===== config.mk =====
export PLATFORM = sky130hd
export DESIGN_NAME = antialiased_circle_pixel_blend_flat
export DESIGN_NICKNAME = d
export VERILOG_FILES = /design/src/design/acpb_pkg.sv /design/src/design/acpb_if.sv /design/src/design/antialiased_circle_pixel_blend.sv /design/src/flat_wrapper.sv
export SDC_FILE = /design/constraint.sdc
export NUM_CORES = 2
export LEC_CHECK = 0
export ABC_AREA = 1
export BUFFER_PORTS_ARGS = -buffer_cell sky130_fd_sc_hd__buf_2
export CORE_ASPECT_RATIO = 1.2
export CORE_MARGIN = 3
export CORE_UTILIZATION = 60
export CTS_BUF_LIST = sky130_fd_sc_hd__clkbuf_4
export CTS_CLUSTER_SIZE = 25
export DETAILED_ROUTE_END_ITERATION = 12
export GPL_TIMING_DRIVEN = 0
export PLACE_DENSITY_LB_ADDON = 0.2
export SLEW_MARGIN = 10
export SYNTH_ARGS = -nofsm -noshare
export SYNTH_HDL_FRONTEND = slang
export SYNTH_SLANG_ARGS = --single-unit
export TNS_END_PERCENT = 30

===== constraint.sdc =====
create_clock -name clk_i -period 102.3 [get_ports clk_i]
set_input_delay 10.23 -clock clk_i [delete_from_list [all_inputs] [get_ports clk_i]]
set_output_delay 10.23 -clock clk_i [all_outputs]
set_load 0.01 [all_outputs]

===== src/design/acpb_pkg.sv =====
// Shared types and constants for the anti-aliased circle pixel blender.
// Used by the channel interfaces and the top level; depends on nothing.
package acpb_pkg;

  localparam int unsigned CfgIdxW  = 3;
  localparam int unsigned CfgDataW = 14;

  // Largest radius taken from the radius register; larger written values keep only their low 10 bits.
  localparam logic [9:0]  MaxRadius  = 10'd1023;
  // Pixels at or beyond this column or row are never written.
  localparam int unsigned ScreenSize = 4096;

  // Squared distance shifted left by 16 is at most 45 bits; the root has 23.
  localparam int unsigned SqrtBits = 23;
  localparam int unsigned RemBits  = 2 * SqrtBits;

  typedef enum logic [CfgIdxW-1:0] {
    CfgCenterX   = 3'd0,
    CfgCenterY   = 3'd1,
    CfgRadius    = 3'd2,
    CfgFillRed   = 3'd3,
    CfgFillGreen = 3'd4,
    CfgFillBlue  = 3'd5
  } cfg_idx_e;

  typedef struct packed {
    logic [11:0] pixel_x;
    logic [11:0] pixel_y;
    logic [7:0]  old_red;
    logic [7:0]  old_green;
    logic [7:0]  old_blue;
  } pix_req_t;

  typedef struct packed {
    logic        write_pixel;
    logic [11:0] out_x;
    logic [11:0] out_y;
    logic [7:0]  new_red;
    logic [7:0]  new_green;
    logic [7:0]  new_blue;
  } pix_res_t;

endpackage


===== src/design/acpb_if.sv =====
// Valid/ready channel interfaces for pixel requests and blended results.
// Depends on acpb_pkg for the payload types.
interface acpb_req_if;
  import acpb_pkg::*;

  logic     valid;
  logic     ready;
  pix_req_t data;

  modport source (output valid, output data, input ready);
  modport sink (input valid, input data, output ready);
endinterface

interface acpb_res_if;
  import acpb_pkg::*;

  logic     valid;
  logic     ready;
  pix_res_t data;

  modport source (output valid, output data, input ready);
  modport sink (input valid, input data, output ready);
endinterface


===== src/design/antialiased_circle_pixel_blend.sv =====
// Top level of the anti-aliased filled circle pixel blender.
// Depends on acpb_pkg and the channel interfaces in acpb_if.sv.
//
// Usage: pixel requests arrive on pix_i (position and old color) and
// blended results leave on res_o (write flag, position, new color), one
// result for every request, in order. The circle center, radius and fill
// color are set through the write port cfg_we_i/cfg_idx_i/cfg_data_i while
// no request is in flight; writes to unknown indexes are ignored.
// The datapath is a 29-stage pipeline: offset and absolute value, squares,
// sum, a 23-stage bit-per-stage square root, coverage, blend products and
// the output register. One request is taken every cycle while results drain.
// When the receiver stalls with a result waiting, the whole pipeline
// freezes and pix_i.ready drops in the same cycle; nothing is lost or
// repeated, and a bubble in the last stage never blocks the pipeline.
// Reset empties the pipeline and clears all configuration registers to zero.
module antialiased_circle_pixel_blend (
  input  logic                           clk_i,
  input  logic                           rst_ni,
  input  logic                           cfg_we_i,
  input  logic [acpb_pkg::CfgIdxW-1:0]   cfg_idx_i,
  input  logic [acpb_pkg::CfgDataW-1:0]  cfg_data_i,
  acpb_req_if.sink                       pix_i,
  acpb_res_if.source                     res_o
);
  import acpb_pkg::*;

  localparam int unsigned NumStages = SqrtBits + 6;
  localparam int unsigned StSum     = 2;
  localparam int unsigned StCov     = StSum + SqrtBits + 1;
  localparam int unsigned StProd    = StCov + 1;
  localparam int unsigned StOut     = StProd + 1;

  typedef struct packed {
    logic     act;
    pix_req_t pix;
  } side_t;

  logic [13:0] center_x_q, center_y_q;
  logic [9:0]  radius_q;
  logic [7:0]  fill_q [3];

  logic                 adv;
  logic [NumStages-1:0] valid_q;
  side_t                side_q [NumStages-1];

  logic [9:0]  rad_sat;
  logic        act_d;
  logic signed [14:0] dx_d, dy_d;
  logic [13:0] ax_q, ay_q;
  logic [27:0] sqx_q, sqy_q;
  logic [RemBits-1:0]  rem_q  [SqrtBits+1];
  logic [SqrtBits-1:0] root_q [SqrtBits+1];

  logic [17:0]         reach;
  logic [SqrtBits-1:0] diff;
  logic [8:0]          cov_d, cov_q;
  logic                cov_wr_d, cov_wr_q;
  logic [7:0]          old_c [3];
  logic [16:0]         po_q [3];
  logic [16:0]         pf_q [3];
  logic                prod_wr_q;
  logic [16:0]         bsum [3];
  pix_res_t            out_d, out_q;

  // Configuration registers.
  always_ff @(posedge clk_i or negedge rst_ni) begin
    if (!rst_ni) begin
      center_x_q <= '0;
      center_y_q <= '0;
      radius_q   <= '0;
      fill_q[0]  <= '0;
      fill_q[1]  <= '0;
      fill_q[2]  <= '0;
    end else if (cfg_we_i) begin
      case (cfg_idx_e'(cfg_idx_i))
        CfgCenterX:   center_x_q <= cfg_data_i;
        CfgCenterY:   center_y_q <= cfg_data_i;
        CfgRadius:    radius_q   <= cfg_data_i[9:0];
        CfgFillRed:   fill_q[0]  <= cfg_data_i[7:0];
        CfgFillGreen: fill_q[1]  <= cfg_data_i[7:0];
        CfgFillBlue:  fill_q[2]  <= cfg_data_i[7:0];
        default: ;
      endcase
    end
  end

  assign rad_sat = (radius_q > MaxRadius) ? MaxRadius : radius_q;

  // The pipeline moves as one unless a finished result is waiting.
  assign adv         = !valid_q[StOut] || res_o.ready;
  assign pix_i.ready = adv;

  always_ff @(posedge clk_i or negedge rst_ni) begin
    if (!rst_ni) begin
      valid_q <= '0;
    end else if (adv) begin
      valid_q <= {valid_q[NumStages-2:0], pix_i.valid};
    end
  end

  // Stage 0: offsets from the center and their magnitudes.
  assign act_d = (rad_sat != '0) && (32'(pix_i.data.pixel_x) < ScreenSize) &&
                 (32'(pix_i.data.pixel_y) < ScreenSize);
  assign dx_d  = $signed({3'b000, pix_i.data.pixel_x}) - $signed({center_x_q[13], center_x_q});
  assign dy_d  = $signed({3'b000, pix_i.data.pixel_y}) - $signed({center_y_q[13], center_y_q});

  always_ff @(posedge clk_i) begin
    if (adv) begin
      side_q[0] <= '{act: act_d, pix: pix_i.data};
      for (int k = 1; k < NumStages - 1; k++) begin
        side_q[k] <= side_q[k-1];
      end
      ax_q <= dx_d[14] ? 14'(-dx_d) : dx_d[13:0];
      ay_q <= dy_d[14] ? 14'(-dy_d) : dy_d[13:0];
      sqx_q <= 28'(ax_q) * 28'(ax_q);
      sqy_q <= 28'(ay_q) * 28'(ay_q);
      rem_q[0]  <= {1'b0, 29'(sqx_q) + 29'(sqy_q), 16'b0};
      root_q[0] <= '0;
    end
  end

  // Square root, one result bit per stage, most significant bit first.
  for (genvar i = 0; i < SqrtBits; i++) begin : g_sqrt
    localparam int unsigned Bit = SqrtBits - 1 - i;
    logic [RemBits-1:0]  trial;
    logic                take;
    logic [RemBits-1:0]  rem_d;
    logic [SqrtBits-1:0] root_d;

    always_comb begin
      trial  = (RemBits'(root_q[i]) << (Bit + 1)) | (RemBits'(1) << (2 * Bit));
      take   = rem_q[i] >= trial;
      rem_d  = take ? rem_q[i] - trial : rem_q[i];
      root_d = take ? root_q[i] | (SqrtBits'(1) << Bit) : root_q[i];
    end

    always_ff @(posedge clk_i) begin
      if (adv) begin
        rem_q[i+1]  <= rem_d;
        root_q[i+1] <= root_d;
      end
    end
  end

  // Coverage is radius + 0.5 - distance, clamped to one.
  always_comb begin
    reach    = {rad_sat, 8'd0} + 18'd128;
    diff     = SqrtBits'(reach) - root_q[SqrtBits];
    cov_d    = '0;
    cov_wr_d = 1'b0;
    if (side_q[StCov-1].act && (SqrtBits'(reach) > root_q[SqrtBits])) begin
      cov_wr_d = 1'b1;
      cov_d    = (diff > SqrtBits'(256)) ? 9'd256 : diff[8:0];
    end
  end

  assign old_c[0] = side_q[StProd-1].pix.old_red;
  assign old_c[1] = side_q[StProd-1].pix.old_green;
  assign old_c[2] = side_q[StProd-1].pix.old_blue;

  always_ff @(posedge clk_i) begin
    if (adv) begin
      cov_q     <= cov_d;
      cov_wr_q  <= cov_wr_d;
      prod_wr_q <= cov_wr_q;
      for (int c = 0; c < 3; c++) begin
        po_q[c] <= 17'(old_c[c]) * 17'(9'd256 - cov_q);
        pf_q[c] <= 17'(fill_q[c]) * 17'(cov_q);
      end
      out_q <= out_d;
    end
  end

  // Final blend and pass-through selection.
  always_comb begin
    for (int c = 0; c < 3; c++) begin
      bsum[c] = po_q[c] + pf_q[c];
    end
    out_d.write_pixel = prod_wr_q;
    out_d.out_x       = side_q[StOut-1].pix.pixel_x;
    out_d.out_y       = side_q[StOut-1].pix.pixel_y;
    out_d.new_red     = prod_wr_q ? bsum[0][15:8] : side_q[StOut-1].pix.old_red;
    out_d.new_green   = prod_wr_q ? bsum[1][15:8] : side_q[StOut-1].pix.old_green;
    out_d.new_blue    = prod_wr_q ? bsum[2][15:8] : side_q[StOut-1].pix.old_blue;
  end

  assign res_o.valid = valid_q[StOut];
  assign res_o.data  = out_q;

  // The final remainder of the root never exceeds twice the root.
  a_sqrt_rem: assert property (@(posedge clk_i) disable iff (!rst_ni)
    valid_q[StCov-1] |-> rem_q[SqrtBits] <= RemBits'({root_q[SqrtBits], 1'b0}))
    else $error("square root remainder out of range");

  // A written pixel always has coverage between one step and one.
  a_cov_range: assert property (@(posedge clk_i) disable iff (!rst_ni)
    valid_q[StCov] && cov_wr_q |-> cov_q != 9'd0 && cov_q <= 9'd256)
    else $error("coverage out of range for a written pixel");

  // A zero radius never raises the write flag.
  a_zero_radius: assert property (@(posedge clk_i) disable iff (!rst_ni)
    valid_q[StCov] && radius_q == 10'd0 |-> !cov_wr_q)
    else $error("write flag raised with zero radius");

  // A stall keeps the item ahead of the output register in place.
  a_stall_hold: assert property (@(posedge clk_i) disable iff (!rst_ni)
    valid_q[StOut-1] && !adv |=> valid_q[StOut-1] && valid_q[StOut])
    else $error("pipeline item lost during stall");

endmodule


===== src/flat_wrapper.sv =====
// flat-port wrapper written by rule: the top's interface ports become plain ports
module antialiased_circle_pixel_blend_flat import acpb_pkg::*;
  (clk_i, rst_ni, cfg_we_i, cfg_idx_i, cfg_data_i, pix_i_valid, pix_i_data, pix_i_ready, res_o_valid, res_o_data, res_o_ready);
  acpb_req_if pix_i_i ();
  acpb_res_if res_o_i ();
  input  logic clk_i;
  input  logic rst_ni;
  input  logic cfg_we_i;
  input  logic [acpb_pkg::CfgIdxW-1:0] cfg_idx_i;
  input  logic [acpb_pkg::CfgDataW-1:0] cfg_data_i;
  input wire logic [$bits(pix_i_i.valid)-1:0] pix_i_valid;
  input wire logic [$bits(pix_i_i.data)-1:0] pix_i_data;
  output wire logic [$bits(pix_i_i.ready)-1:0] pix_i_ready;
  output wire logic [$bits(res_o_i.valid)-1:0] res_o_valid;
  output wire logic [$bits(res_o_i.data)-1:0] res_o_data;
  input wire logic [$bits(res_o_i.ready)-1:0] res_o_ready;
  assign pix_i_i.valid = pix_i_valid;
  assign pix_i_i.data = pix_i_data;
  assign pix_i_ready = pix_i_i.ready;
  assign res_o_valid = res_o_i.valid;
  assign res_o_data = res_o_i.data;
  assign res_o_i.ready = res_o_ready;
  antialiased_circle_pixel_blend u_core (.clk_i(clk_i), .rst_ni(rst_ni), .cfg_we_i(cfg_we_i), .cfg_idx_i(cfg_idx_i), .cfg_data_i(cfg_data_i), .pix_i(pix_i_i), .res_o(res_o_i));
endmodule

# --- Yosys cells after proc, flatten, opt, wreduce, memory -nomap -nowiden ---
# Memory sizes are Yosys's and may differ from the RTL's.
# Cells that the tools add are included.
classes:
  shift: 0
  n_lt_le_gt_ge: 26
  multipliers: 8
  mux: 56
  reduce_logical: 12
  addsub: 34
  n_div: 0
  n_eq_ne: 5
  n_bitwise: 1
ops:
  columns: ["operator", "count"]
  rows:
  - ["2-to-1 mux 46 bit", 23]
  - ["multiplier 14 x 14 -> 28 bit", 2]
  - ["multiplier 8 x 17 -> 17 bit", 3]
  - ["multiplier 8 x 9 -> 17 bit", 3]
  - ["adder 16 bit", 3]
  - [">= comparator 46 x 24 -> 1 bit", 1]
  - [">= comparator 46 x 25 -> 1 bit", 1]
  - [">= comparator 46 x 26 -> 1 bit", 1]
  - [">= comparator 46 x 27 -> 1 bit", 1]
  - [">= comparator 46 x 28 -> 1 bit", 1]
  - [">= comparator 46 x 29 -> 1 bit", 1]
  - [">= comparator 46 x 30 -> 1 bit", 1]
  - [">= comparator 46 x 31 -> 1 bit", 1]
  - [">= comparator 46 x 32 -> 1 bit", 1]
  - [">= comparator 46 x 33 -> 1 bit", 1]
  - [">= comparator 46 x 34 -> 1 bit", 1]
  - [">= comparator 46 x 35 -> 1 bit", 1]
  - [">= comparator 46 x 36 -> 1 bit", 1]
  - [">= comparator 46 x 37 -> 1 bit", 1]
  - [">= comparator 46 x 38 -> 1 bit", 1]
  - [">= comparator 46 x 39 -> 1 bit", 1]
  - [">= comparator 46 x 40 -> 1 bit", 1]
  - [">= comparator 46 x 41 -> 1 bit", 1]
  - [">= comparator 46 x 42 -> 1 bit", 1]
  - ["other kinds (70)", 89]
word_totals:
  latch_bits: 0
  word_cells: 168
  mem_count: 5
  ram_bits: 3130
  reg_bits: 235
  rom_bits: 0
  out_inout_bits: 51
  input_bits: 70
mem_list:
  columns: ["name", "words", "word_bits", "rd", "rd_ports_with_merged_regs", "write_ports", "line_no", "source"]
  rows:
  - ["u_core.side_q", 28, 49, 28, 0, 28, "antialiased_circle_pixel_blend.sv:44", "side_t side_q [NumStages-1];"]
  - ["u_core.rem_q", 24, 46, 23, 0, 24, "antialiased_circle_pixel_blend.sv:51", "logic [RemBits-1:0] rem_q [SqrtBits+1];"]
  - ["u_core.root_q", 24, 23, 24, 0, 24, "antialiased_circle_pixel_blend.sv:52", "logic [SqrtBits-1:0] root_q [SqrtBits+1];"]
  - ["u_core.pf_q", 3, 17, 3, 0, 3, "antialiased_circle_pixel_blend.sv:60", "logic [16:0] pf_q [3];"]
  - ["u_core.po_q", 3, 17, 3, 0, 3, "antialiased_circle_pixel_blend.sv:59", "logic [16:0] po_q [3];"]

# --- Depth between registers and ports, before layout ---
logic_depth:
  word_depth: 7
  depth_mapped: 29
  depth_no_buf: 27

# --- Worst setup path before layout ---
# OpenSTA, ideal clock, no wires.
synth_path:
  path_type: "input to output"
  from: "input res_o_ready"
  to: "output pix_i_ready"
  path_stages: 4
  path_slack_ns: 10.924
  required_time_ns: 92.070
  t_arrival_ns: 81.146
  path_buffers: 2
  path_cell_list: "inv_1 > nand2_1 > clkbuf_1 > buf_1"
synth_between:
  elab_chain_cells: 1
synth_rtl:
  columns: ["item", "line_no", "source"]
  rows:
  - ["from (decl)", "flat_wrapper.sv:16", "input wire logic [$bits(res_o_i.ready)-1:0] res_o_ready;"]
  - ["logical OR 1 bit", "antialiased_circle_pixel_blend.sv:90", "assign adv = !valid_q[StOut] || res_o.ready;"]
  - ["to (decl)", "flat_wrapper.sv:13", "output wire logic [$bits(pix_i_i.ready)-1:0] pix_i_ready;"]
# Every way passes these cells.

# --- Worst setup path after layout ---
# Ends and elaborated chain as after synthesis.

==> flow_metrics.py <==
metrics = {
    "floorplan": {
        "ios": 121,
        "chipWidth_um": 442,
        "die_h_um": 529,
        "core_mm2": 0.226,
        "dieArea_mm2": 0.234,
        "fp-row-count": 191,
        "start_util_pct": 60.4,
    },
    "global_routing": {
        "globalRouteOverflowTotal": 0,
        "grt_max_degree": 58,
        "antenna_found_initial": 16,
        "grt_pass1_vias": 86300,
        "grt_first_pass_wirelength_mm": 439,
        "grt_usage_pct": 23.7,
    },
    "clock_tree": {
        "postCtsSetupRepairBufs": 0,
        "ctsResizeCount": 0,
        "cts_sinks": 2713,
        "numCtsBuffers": 643,
        "tritoncts": "built",
        "cts_root_buf": "clkbuf_4",
        "htree_levels": 6,
        "cts_hold_buf": 0,
        "clockBufferDepth": 4,
        "clock_latency_ns": 1.32,
        "clk_transition_reported_paths_ns": 0.06,
    },
    "cells_and_area": {
        "final_common_cell": "edfxtp_1",
        "layout.nets": 13600,
        "drive_gt1_share_pct": 11.1,
        "layout_common_cells": "edfxtp_1 (2622), inv_1 (1928), nand2_1 (1826)",
        "syn_to_final_growth_pct": 10.2,
        "stdcell_count": 15800,
    },
    "placed_design": {
        "placed_cells": 14600,
        "gp_congestion": 0.927,
        "io_buffers": 120,
        "dp_hpwl_mm": 208,
    },
    "flow_run": {
        "maxCapViolCount": 0,
    },
    "timing": {
        "skew_ns": 0.128,
        "rsz0062_at_grt": "false",
        "min_period_over_period_pct": 24.4,
        "worstMarginPinSlew_ns": 1.24,
        "finalSetupViolations": 0,
        "slew_headroom_pct": 17.6,
        "setup_tns_ns": 0,
        "finalMaxSlewViolations": 0,
        "timing.fmax_mhz": 40.1,
        "period_minus_slack_ns": 24.93,
        "hold_violations": 0,
    },
    "status": {
        "status": "completed",
    },
    "synth": {
        "synth_edf_count": 2622,
        "ys_types": 90,
        "synth_warnings": 0,
        "synth-seq-area-share_pct": 59.3,
        "syn_avg_cell_area_um2": 11.9,
        "synth_area_mm2": 0.137,
        "synth_cells": 11500,
        "synth_ff_type": "edfxtp_1",
        "ys_ff_latch": 2713,
        "synth-async-reset-ratio_pct": 3.35,
    },
    "setup_path": {
        "start_kind": "primary input",
        "cp.required_ns": 92.07,
        "r2r_slack_ns": 93.75,
        "reg2reg_from": "u_core.cov_q[0]",
        "crit_arrival_ns": 14.70,
        "r2r_end": "u_core.po_q[0][15]",
        "r2r_cells": 29,
        "cp-end-kind": "output pin",
        "criticalPathCategory": "primary input to output pin",
        "crit_fanout": 40,
    },
    "hold_path": {
        "min_path_type": "register to register",
        "min_path_cells": 0,
        "hp-start": "u_core.side_q[0][517]",
        "whs_endpoint": "u_core.side_q[0][566]",
    },
    "route": {
        "antenna_left": 0,
        "num_vias": 82700,
        "first_iter_violations": 4713,
        "dr.pass1.iters": 6,
        "drc": 0,
        "wirelength_mm": 274,
        "wire_per_inst_um": 17.4,
        "vias_per_cell": 5.25,
    },
}
through the flow:
step,hold WS (ns),util (%),setup WS [ns],cell area [um^2]
final,0.367,66.6,77.37,151000
after global routing,0.351,66.6,76.99,151000
after CTS,0.354,66.6,77.31,151000
after detailed placement,0.405,63.0,77.31,142000
after global placement,0.400,62.4,-20.16,141000
after floorplan,0.400,-,10.92,137000
synth_stat cells, drive strengths merged (5+ instances only):
library cell	n	area [um^2]
edfxtp	2622	78700
inv	1936	7270
nand2	1842	6970
nor2	848	3290
ha	749	9370
a21oi	566	2900
fa	539	10800
o21ai	525	2710
xor2	378	3310
xnor2	286	2500
nand3	259	1370
clkbuf	127	478
nor3	121	677
nand4	101	653
dfrtp	91	2280
nor4	68	447
buf	60	362
a31oi	47	294
or2	43	269
o21bai	29	229
nand3b	28	226
a21o	24	180
o21a	23	174
o211ai	17	148
o2111ai	16	158
o31ai	16	144
a21boi	14	124
a211oi	11	82.6
nor3b	10	90.1
and2	7	43.8
and3	6	42.5
o221ai	6	52.6
clkinv	5	20.0
nor4b	5	43.8
layout make-up:
class / count / area (um^2)
clock buffer: 924 / 6940
fill: 17000 / 75500
tap: 2991 / 3740
buffer: 187 / 841
sequential: 2713 / 81000
multi-input combinational: 6610 / 47500
antenna: 17 / 42.5
timing repair buffer: 193 / 2080
inverter: 1941 / 7290
clock inverter: 186 / 1150
flip-flops by register name, indices dropped and copies added (netlist names), 10 cells and up:
name / cells
u_core.sqy_q: 27
u_core.pf_q: 48
u_core.center_x_q: 14
u_core.res_o.data: 49
u_core.ax_q: 14
u_core.center_y_q: 14
u_core.fill_q: 24
u_core.rem_q: 738
u_core.radius_q: 10
u_core.root_q: 276
u_core.side_q: 1370
u_core.sqx_q: 27
u_core.po_q: 48
u_core.ay_q: 14
u_core.valid_q: 29
routing by layer:
layer  global-route usage, %  vias to the layer above  wire length, um
met4                    9.58                       12             9780
met5                       0                        -               78
met1                    28.3                    39600           109000
met2                    42.7                     1900           142000
met3                    3.86                      610            12900
li1                        -                    40500                -
worst max path at each step:
stage               slack [ns]  cells after the start         from          end
floorplan                10.92                      4  res_o_ready  pix_i_ready
global placement        -20.16                      6  res_o_ready  pix_i_ready
detailed placement       77.31                     17  res_o_ready  pix_i_ready
CTS                      77.31                     17  res_o_ready  pix_i_ready
global route             76.99                     17  res_o_ready  pix_i_ready
finish                   77.37                     17  res_o_ready  pix_i_ready
critical path: stages:
cell and delay [ns]:
buf_2 0.08, inv_1 0.03, nand2_1 0.13, clkbuf_1 0.37, buf_2 0.76, buf_12 0.31
buf_12 0.23, buf_12 0.25, buf_12 0.25, buf_12 0.23, buf_12 0.25, buf_12 0.27
buf_12 0.25, buf_12 0.25, buf_12 0.23, buf_12 0.23, buf_2 0.17
cell families (layout without fill, tap and decap cells):
kind of cell	Yosys count	after routing	share of synthesized area, %
buf+inv	2128	3431	5.95
other cells	1	19	0.00274
mux	3	3	0.0247
fa+ha+maj	1288	1288	14.8
flops	2713	2713	59.3
compound gates	1309	1309	5.36
xor+xnor	664	664	4.26
simple gates	3344	3344	10.4
Power is left out: the tool's default activity adds up to more than one toggle a clock period on the data nets, which glitch-free logic cannot reach.
